<file path="config.mk">
export PLATFORM = sky130hd
export DESIGN_NAME = dual_seed_fnv1a_key_hasher
export DESIGN_NICKNAME = d
export VERILOG_FILES = /design/src/rtl/dsfkh_pkg.sv /design/src/rtl/dual_seed_fnv1a_key_hasher.sv /design/src/rtl/dsfkh_datapath.sv /design/src/rtl/dsfkh_ctrl.sv
export SDC_FILE = /design/constraint.sdc
export NUM_CORES = 2
export LEC_CHECK = 0
export ABC_AREA = 1
export BUFFER_PORTS_ARGS = -buffer_cell sky130_fd_sc_hd__buf_4
export CAP_MARGIN = 10
export CORE_MARGIN = 4
export CORE_UTILIZATION = 70
export DETAILED_ROUTE_END_ITERATION = 10
export GPL_TIMING_DRIVEN = 0
export PLACE_DENSITY = 0.86
export SLEW_MARGIN = 20
export SYNTH_ARGS = -nofsm -noshare
export SYNTH_HDL_FRONTEND = slang
export SYNTH_SLANG_ARGS = --single-unit
</file>
<file path="constraint.sdc">
create_clock -name i_clk -period 13.4 [get_ports i_clk]
set_input_delay 1.34 -clock i_clk [delete_from_list [all_inputs] [get_ports i_clk]]
set_output_delay 1.34 -clock i_clk [all_outputs]
set_load 0.01 [all_outputs]
</file>
<file path="src/rtl/dsfkh_pkg.sv">
`default_nettype none
// ----------------------------------------------------------------------------
// dsfkh_pkg - shared types and constants of the dual-seed FNV-1a key hasher
// Hash constants, prefix ROM, hex conversion and the controller/datapath
// command and status structs.
// ----------------------------------------------------------------------------
package dsfkh_pkg;

    localparam int unsigned LimitCeilingDefault = 4096;
    localparam int unsigned LimitW              = 16;
    localparam int unsigned CountW              = 13;
    localparam int unsigned PrefixLen           = 30;
    localparam int unsigned PrefixIdxW          = 5;
    localparam int unsigned KeyChars            = 32;
    localparam int unsigned CharIdxW            = 5;

    localparam logic [63:0] SeedOne = 64'd14695981039346656037;
    localparam logic [63:0] SeedTwo = 64'd7809847782465536322;

    localparam logic [7:0] ByteNul = 8'h00;
    localparam logic [7:0] ByteCr  = 8'h0d;
    localparam logic [7:0] ByteLf  = 8'h0a;

    localparam logic [CountW-1:0] CountMax = {CountW{1'b1}};

    localparam logic [2:0] AddrW = 3'd3;

    typedef struct packed {
        logic                  load_seed;
        logic                  mix_prefix;
        logic [PrefixIdxW-1:0] prefix_idx;
        logic                  take_item;
        logic                  take_last;
        logic                  shift_out;
    } t_dp_cmd;

    typedef struct packed {
        logic invalid;
    } t_dp_status;

    // h * 1099511628211 = (h << 40) + (h << 8) + h * 0xb3
    function automatic logic [63:0] fnv_mix(input logic [63:0] h, input logic [7:0] b);
        logic [63:0] x;
        logic [63:0] lo;
        x  = h ^ {56'd0, b};
        lo = x * 64'd179;
        return (x << 40) + (x << 8) + lo;
    endfunction

    function automatic logic [7:0] prefix_byte(input logic [PrefixIdxW-1:0] idx);
        logic [7:0] b;
        case (idx)
            5'd0:    b = 8'h76;
            5'd1:    b = 8'h64;
            5'd2:    b = 8'h72;
            5'd3:    b = 8'h2d;
            5'd4:    b = 8'h73;
            5'd5:    b = 8'h75;
            5'd6:    b = 8'h69;
            5'd7:    b = 8'h74;
            5'd8:    b = 8'h65;
            5'd9:    b = 8'h2d;
            5'd10:   b = 8'h72;
            5'd11:   b = 8'h65;
            5'd12:   b = 8'h63;
            5'd13:   b = 8'h6f;
            5'd14:   b = 8'h72;
            5'd15:   b = 8'h64;
            5'd16:   b = 8'h69;
            5'd17:   b = 8'h6e;
            5'd18:   b = 8'h67;
            5'd19:   b = 8'h2d;
            5'd20:   b = 8'h6e;
            5'd21:   b = 8'h61;
            5'd22:   b = 8'h74;
            5'd23:   b = 8'h69;
            5'd24:   b = 8'h76;
            5'd25:   b = 8'h65;
            5'd26:   b = 8'h2d;
            5'd27:   b = 8'h76;
            5'd28:   b = 8'h31;
            5'd29:   b = 8'h0a;
            default: b = 8'h00;
        endcase
        return b;
    endfunction

    function automatic logic [7:0] hex_char(input logic [3:0] nib);
        return (nib < 4'd10) ? (8'h30 + {4'd0, nib}) : (8'h57 + {4'd0, nib});
    endfunction

endpackage
`default_nettype wire

</file>
<file path="src/rtl/dual_seed_fnv1a_key_hasher.sv">
`default_nettype none
// ----------------------------------------------------------------------------
// dual_seed_fnv1a_key_hasher - two-lane FNV-1a identifier key generator
// Hashes identifier bytes in two 64-bit FNV-1a lanes behind a fixed prefix
// and emits the key as 32 lowercase hex characters.
//
//   channel  direction  handshake          payload
//   input    in         i_valid / o_stall  i_id_byte, i_has_byte, i_last
//   output   out        o_valid / i_stall  o_key_char, o_key_last, o_id_invalid
//   config   in         APB, pready = 1    max_id_bytes at byte address 0
//
// One input item per cycle while o_stall is low. After a last item, 32 result
// characters (1 if invalid) as the key register shifts out a nibble per
// accepted item, then seed load and prefix absorption from ROM (one lane-pair
// mix per cycle) with o_stall high. Reset (synchronous) also starts the seed
// load and prefix absorption. Output stalls hold the key register and counter.
// ----------------------------------------------------------------------------
module dual_seed_fnv1a_key_hasher #(
    parameter int unsigned LENGTH_LIMIT_CEILING = dsfkh_pkg::LimitCeilingDefault
) (
    input  wire logic        i_clk,
    input  wire logic        i_rst_n,
    input  wire logic        i_valid,
    output logic             o_stall,
    input  wire logic [7:0]  i_id_byte,
    input  wire logic        i_has_byte,
    input  wire logic        i_last,
    output logic             o_valid,
    input  wire logic        i_stall,
    output logic [7:0]       o_key_char,
    output logic             o_key_last,
    output logic             o_id_invalid,
    input  wire logic        psel,
    input  wire logic        penable,
    input  wire logic        pwrite,
    input  wire logic [2:0]  paddr,
    input  wire logic [31:0] pwdata,
    output logic [31:0]      prdata,
    output logic             pready
);
    import dsfkh_pkg::*;

    localparam logic [CountW-1:0] MaxIdReset = CountW'(1024);

    logic [CountW-1:0] r_max_id_bytes;
    logic              reg_sel;
    t_dp_cmd           cmd;
    t_dp_status        status;

    assign pready  = 1'b1;
    assign reg_sel = !paddr[AddrW-1];
    assign prdata  = reg_sel ? {{(32-CountW){1'b0}}, r_max_id_bytes} : 32'd0;

    always_ff @(posedge i_clk) begin
        if (!i_rst_n) begin
            r_max_id_bytes <= MaxIdReset;
        end else if (psel && penable && pwrite && pready && reg_sel) begin
            r_max_id_bytes <= pwdata[CountW-1:0];
        end
    end

    dsfkh_ctrl u_ctrl (
        .i_clk      (i_clk),
        .i_rst_n    (i_rst_n),
        .i_valid    (i_valid),
        .i_last     (i_last),
        .i_stall    (i_stall),
        .i_status   (status),
        .o_stall    (o_stall),
        .o_valid    (o_valid),
        .o_key_last (o_key_last),
        .o_cmd      (cmd)
    );

    dsfkh_datapath #(
        .LENGTH_LIMIT_CEILING (LENGTH_LIMIT_CEILING)
    ) u_datapath (
        .i_clk          (i_clk),
        .i_rst_n        (i_rst_n),
        .i_cmd          (cmd),
        .i_id_byte      (i_id_byte),
        .i_has_byte     (i_has_byte),
        .i_max_id_bytes (r_max_id_bytes),
        .o_status       (status),
        .o_key_char     (o_key_char),
        .o_id_invalid   (o_id_invalid)
    );

endmodule
`default_nettype wire

</file>
<file path="src/rtl/dsfkh_datapath.sv">
`default_nettype none
// ----------------------------------------------------------------------------
// dsfkh_datapath - hash lanes, length and byte checks, key shift register
// Two FNV-1a lanes mixed one byte per cycle, saturating length counter,
// forbidden-byte flag and a 128-bit register that shifts the key out.
// ----------------------------------------------------------------------------
module dsfkh_datapath #(
    parameter int unsigned LENGTH_LIMIT_CEILING = dsfkh_pkg::LimitCeilingDefault
) (
    input  wire logic                        i_clk,
    input  wire logic                        i_rst_n,
    input  wire dsfkh_pkg::t_dp_cmd          i_cmd,
    input  wire logic [7:0]                  i_id_byte,
    input  wire logic                        i_has_byte,
    input  wire logic [dsfkh_pkg::CountW-1:0] i_max_id_bytes,
    output dsfkh_pkg::t_dp_status            o_status,
    output logic [7:0]                       o_key_char,
    output logic                             o_id_invalid
);
    import dsfkh_pkg::*;

    localparam logic [LimitW-1:0] Ceiling = LimitW'(LENGTH_LIMIT_CEILING);

    logic [63:0]        r_lane_one, n_lane_one;
    logic [63:0]        r_lane_two, n_lane_two;
    logic [CountW-1:0]  r_count, n_count;
    logic               r_bad, n_bad;
    logic [127:0]       r_key;
    logic               r_invalid;
    logic [7:0]         mix_in;
    logic               do_mix;
    logic [LimitW-1:0]  limit;
    logic [LimitW-1:0]  count_ext;
    logic               bad_now;

    assign mix_in = i_cmd.mix_prefix ? prefix_byte(i_cmd.prefix_idx) : i_id_byte;
    assign do_mix = i_cmd.mix_prefix || (i_cmd.take_item && i_has_byte);

    assign limit = ({{(LimitW-CountW){1'b0}}, i_max_id_bytes} > Ceiling) ? Ceiling
                 : {{(LimitW-CountW){1'b0}}, i_max_id_bytes};
    assign count_ext = {{(LimitW-CountW){1'b0}}, n_count};
    assign bad_now = (n_count == '0) || (count_ext > limit) || n_bad;

    always_comb begin
        n_lane_one = r_lane_one;
        n_lane_two = r_lane_two;
        n_count    = r_count;
        n_bad      = r_bad;
        if (do_mix) begin
            n_lane_one = fnv_mix(r_lane_one, mix_in);
            n_lane_two = fnv_mix(r_lane_two, mix_in);
        end
        if (i_cmd.take_item && i_has_byte) begin
            if (r_count != CountMax) begin
                n_count = r_count + 1'b1;
            end
            if (i_id_byte == ByteNul || i_id_byte == ByteCr || i_id_byte == ByteLf) begin
                n_bad = 1'b1;
            end
        end
    end

    always_ff @(posedge i_clk) begin
        if (!i_rst_n) begin
            r_count   <= '0;
            r_bad     <= 1'b0;
            r_invalid <= 1'b0;
        end else if (i_cmd.load_seed) begin
            r_count <= '0;
            r_bad   <= 1'b0;
        end else begin
            r_count <= n_count;
            r_bad   <= n_bad;
            if (i_cmd.take_last) begin
                r_invalid <= bad_now;
            end
        end
    end

    always_ff @(posedge i_clk) begin
        if (i_cmd.load_seed) begin
            r_lane_one <= SeedOne;
            r_lane_two <= SeedTwo;
        end else begin
            r_lane_one <= n_lane_one;
            r_lane_two <= n_lane_two;
        end
        if (i_cmd.take_last) begin
            r_key <= {n_lane_one, n_lane_two};
        end else if (i_cmd.shift_out) begin
            r_key <= {r_key[123:0], 4'd0};
        end
    end

    assign o_status.invalid = r_invalid;
    assign o_id_invalid     = r_invalid;
    assign o_key_char       = r_invalid ? 8'd0 : hex_char(r_key[127:124]);

endmodule
`default_nettype wire

</file>
<file path="src/rtl/dsfkh_ctrl.sv">
`default_nettype none
// ----------------------------------------------------------------------------
// dsfkh_ctrl - sequencing of the key hasher
// Seed load, prefix absorption from ROM, item intake and key emission.
// ----------------------------------------------------------------------------
module dsfkh_ctrl (
    input  wire logic                   i_clk,
    input  wire logic                   i_rst_n,
    input  wire logic                   i_valid,
    input  wire logic                   i_last,
    input  wire logic                   i_stall,
    input  wire dsfkh_pkg::t_dp_status  i_status,
    output logic                        o_stall,
    output logic                        o_valid,
    output logic                        o_key_last,
    output dsfkh_pkg::t_dp_cmd          o_cmd
);
    import dsfkh_pkg::*;

    localparam logic [1:0] S_SEED   = 2'd0;
    localparam logic [1:0] S_PREFIX = 2'd1;
    localparam logic [1:0] S_IDLE   = 2'd2;
    localparam logic [1:0] S_EMIT   = 2'd3;

    localparam logic [PrefixIdxW-1:0] PrefixLast = PrefixIdxW'(PrefixLen - 1);
    localparam logic [CharIdxW-1:0]   CharLast   = CharIdxW'(KeyChars - 1);

    logic [1:0]            r_state, n_state;
    logic [PrefixIdxW-1:0] r_pidx, n_pidx;
    logic [CharIdxW-1:0]   r_cidx, n_cidx;
    logic                  in_acc;
    logic                  out_acc;

    assign o_stall    = (r_state != S_IDLE);
    assign o_valid    = (r_state == S_EMIT);
    assign o_key_last = i_status.invalid || (r_cidx == CharLast);
    assign in_acc     = i_valid && !o_stall;
    assign out_acc    = o_valid && !i_stall;

    always_comb begin
        n_state = r_state;
        n_pidx  = r_pidx;
        n_cidx  = r_cidx;
        o_cmd   = '0;
        o_cmd.prefix_idx = r_pidx;
        case (r_state)
            S_SEED: begin
                o_cmd.load_seed = 1'b1;
                n_pidx  = '0;
                n_state = S_PREFIX;
            end
            S_PREFIX: begin
                o_cmd.mix_prefix = 1'b1;
                n_pidx = r_pidx + 1'b1;
                if (r_pidx == PrefixLast) begin
                    n_state = S_IDLE;
                end
            end
            S_IDLE: begin
                o_cmd.take_item = in_acc;
                o_cmd.take_last = in_acc && i_last;
                if (in_acc && i_last) begin
                    n_cidx  = '0;
                    n_state = S_EMIT;
                end
            end
            S_EMIT: begin
                if (out_acc) begin
                    o_cmd.shift_out = 1'b1;
                    n_cidx = r_cidx + 1'b1;
                    if (o_key_last) begin
                        n_state = S_SEED;
                    end
                end
            end
            default: begin
                n_state = S_SEED;
            end
        endcase
    end

    always_ff @(posedge i_clk) begin
        if (!i_rst_n) begin
            r_state <= S_SEED;
            r_pidx  <= '0;
            r_cidx  <= '0;
        end else begin
            r_state <= n_state;
            r_pidx  <= n_pidx;
            r_cidx  <= n_cidx;
        end
    end

    a_last_restarts: assert property (@(posedge i_clk) disable iff (!i_rst_n)
        out_acc && o_key_last |=> r_state == S_SEED)
        else $error("final item did not restart the lanes");

    a_last_emits: assert property (@(posedge i_clk) disable iff (!i_rst_n)
        in_acc && i_last |=> o_valid && r_cidx == '0)
        else $error("last item did not start key output");

    a_invalid_single: assert property (@(posedge i_clk) disable iff (!i_rst_n)
        o_valid && i_status.invalid |-> o_key_last)
        else $error("invalid result not marked final");

    a_prefix_range: assert property (@(posedge i_clk) disable iff (!i_rst_n)
        r_state == S_PREFIX |-> r_pidx <= PrefixLast)
        else $error("prefix index out of range");

endmodule
`default_nettype wire
</file>
==> flow_metrics.tcl <==
set metrics [dict create \
    status "finished, final reports clean" \
    cts.path.max_buffers 3 \
    place.gp.congestion 1.06 \
    area_growth_pct 6.56 \
    drive_gt1_share_pct 6.39 \
    place_hpwl_um 116000 \
    criticalPathCategory "input pin to flop" \
    cts_tree "done" \
    hp-class "flop to flop" \
    max_freq_mhz 131 \
    avgSynthCellArea_um2 7.76 \
    die-area_um2 61700 \
    drt-vias-per-instance 6.03 \
    fp.coreArea_um2 56800 \
    ctsResizeCount 0 \
    synth_flop_cell "dfxtp_1" \
    start_util_pct 71.2 \
    wirelength_um 143000 \
    crit_fanout 5 \
    maxCapViolations 0 \
    diodes 0 \
    ios 97 \
    worst_slack_ns 5.76 \
    synth_seq_cells 303 \
    fin_tns_setup_ns 0 \
    worst_setup_path_start_kind "input pin" \
    cts_buffers 35 \
    cts_setup_buffers 0 \
    fillers 4020 \
    rsz0062_at_grt "false" \
    worstPathArrival_ns 7.94 \
    yosys.cell_types.count 55 \
    layout.nets 6351 \
    grt_max_degree 53 \
    critPathCaptureType "flop" \
    cts.sinks 303 \
    post-route-util_pct 75.9 \
    drtIter0Drc 4147 \
    register_area_um2 7350 \
    max-slew-margin-rel_pct 16.8 \
    maxSlewViolCount 0 \
    finClkSkew_ns 0.0318 \
    drt_drc_violations_left 0 \
    synth_edf_count 128 \
    layout_common_cells "nand2_1 (1,515), inv_1 (1,006), fa_1 (490), ha_1 (479), nor2_1 (302)" \
    num_vias 36857 \
    timing_hold_violations_final 0 \
    rows 87 \
    placed_cells 6049 \
    syn_inst 5218 \
    synth_area_um2 40500 \
    async_reset_ff_share_pct 0 \
    cts-root-buf "clkbuf_16" \
    insertion_delay_ns 0.58 \
    grt_pass1_vias 38566 \
    critPathMaxStageDelay_ns 0.76 \
    drtPass1Iterations 8 \
    period_share_pct 57.0 \
    die_h_um 248 \
    crit_family "adder cells" \
    detail-route-antenna-nets 0 \
    grt_pass1_wl_um 218000 \
    tightest_slew_ns 1.24 \
    grt_usage_pct 46.0 \
    crit_chain "buf_4 -> inv_1 -> o21ai_1 -> xor2_1 -> fa_1 -> ha_1 -> fa_1 -> fa_1 -> inv_1 -> fa_1 -> inv_1 -> ha_1 -> nand2_1 -> nor2_1 -> nand2_1 -> nor2_1 -> and3_1 -> nand2_1 -> nand3_1 -> nand3_1 -> nand3_1 -> nand2_1" \
    overflow 0 \
    setup_viol 0 \
    final_common_cell "nand2_1" \
    antenna_found_initial 1 \
    fin_crit_ns 7.64 \
    post-place-ws_ns 5.44 \
    die_w_um 248 \
    yosys_warnings 0 \
    ys_seq_area_share_pct 18.2 \
    port_buffers 54 \
    cp_num_buf_inv 4 \
    post_drt_wl_per_cell_um 23.4 \
    htree_levels 2 \
    multi_input_area_um2 28800 \
    finalNonFillerCells 6111 \
    clkTransAtPathRegs_ns 0.06 \
    critPathRequiredTime_ns 13.70 \
    cpMaxStageDelayCell "o21ai_1" \
    cts-hold-fix-buffers 0 \
]
-- flip-flops by register name, indices dropped and copies added (netlist names), named ones only --
name / cells
u_datapath.r_bad: 1
u_datapath.r_lane_two: 64
u_ctrl.r_pidx: 5
u_datapath.r_count: 13
r_max_id_bytes: 13
u_datapath.r_key: 128
u_datapath.r_lane_one: 64
u_ctrl.r_state: 2
u_ctrl.r_cidx: 5
u_datapath.o_id_invalid: 1
-- cell type report --
type	instances	area share, %
Multi-Input combinational cell	3798	66.8
Sequential cell	303	17.0
Clock buffer	44	2.16
Timing Repair Buffer	56	1.07
Inverter	1035	9.01
Tap cell	756	2.19
Buffer	101	1.19
Clock inverter	18	0.537
-- metal layers --
layer / global-route usage (%) / vias up / part of all wire [%]
met5: 0 / - / 0
met4: 42.1 / 0 / 12
met3: 10.5 / 843 / 9.6
met2: 73.4 / 2364 / 45
met1: 51.2 / 17329 / 33
li1: - / 16321 / -
-- cell usage after synthesis (32+ instances only) --
library cell | n | area share [%]
nand2_1 | 1516 | 14
inv_1 | 1006 | 9.3
fa_1 | 490 | 24
ha_1 | 479 | 15
nor2_1 | 302 | 2.8
nand3_1 | 268 | 3.3
dfxtp_1 | 175 | 8.7
edfxtp_1 | 128 | 9.5
a21oi_1 | 119 | 1.5
o21ai_0 | 116 | 1.4
o21ai_1 | 62 | 0.77
nor2_2 | 60 | 0.93
clkbuf_1 | 55 | 0.51
nand4_1 | 51 | 0.79
xor2_1 | 48 | 1.0
xnor2_1 | 45 | 0.97
nand2_2 | 32 | 0.49
-- worst min-delay path, delay by kind of cell (launching register included) --
family	cells	cell delay, ns
compound gates	1	0.06
simple gates	1	0.07
flops	1	0.33
-- metrics by stage --
stage | hold slack [ns] | area (µm²)
floorplan | 0.424 | 40500
global placement | 0.482 | 41900
detailed placement | 0.488 | 42000
CTS | 0.500 | 43100
global route | 0.528 | 43100
finish | 0.508 | 43100
-- cell families after synthesis --
logic type | Yosys count | share of synthesized area, %
fa+ha+maj | 969 | 39.0
buf+inv | 1136 | 10.9
simple gates | 2339 | 24.5
other cells | 2 | 0.0186
mux | 19 | 0.470
compound gates | 353 | 4.79
xor+xnor | 97 | 2.17
flops | 303 | 18.2
-- final timing paths --
path | startpoint | to | slack [ns] | cells after the start
max | i_id_byte[3] | u_datapath.r_key[59] | 5.76 | 22
min | u_ctrl.r_cidx[0] | u_ctrl.r_cidx[0] | 0.51 | 2
max reg2reg | u_ctrl.r_state[1] | u_datapath.r_key[59] | 5.77 | 24
min reg2reg | u_ctrl.r_cidx[0] | u_ctrl.r_cidx[0] | 0.51 | 2
Power is not shown: default switching activity piles up to over one toggle a cycle in this logic, so the estimate is an artifact.
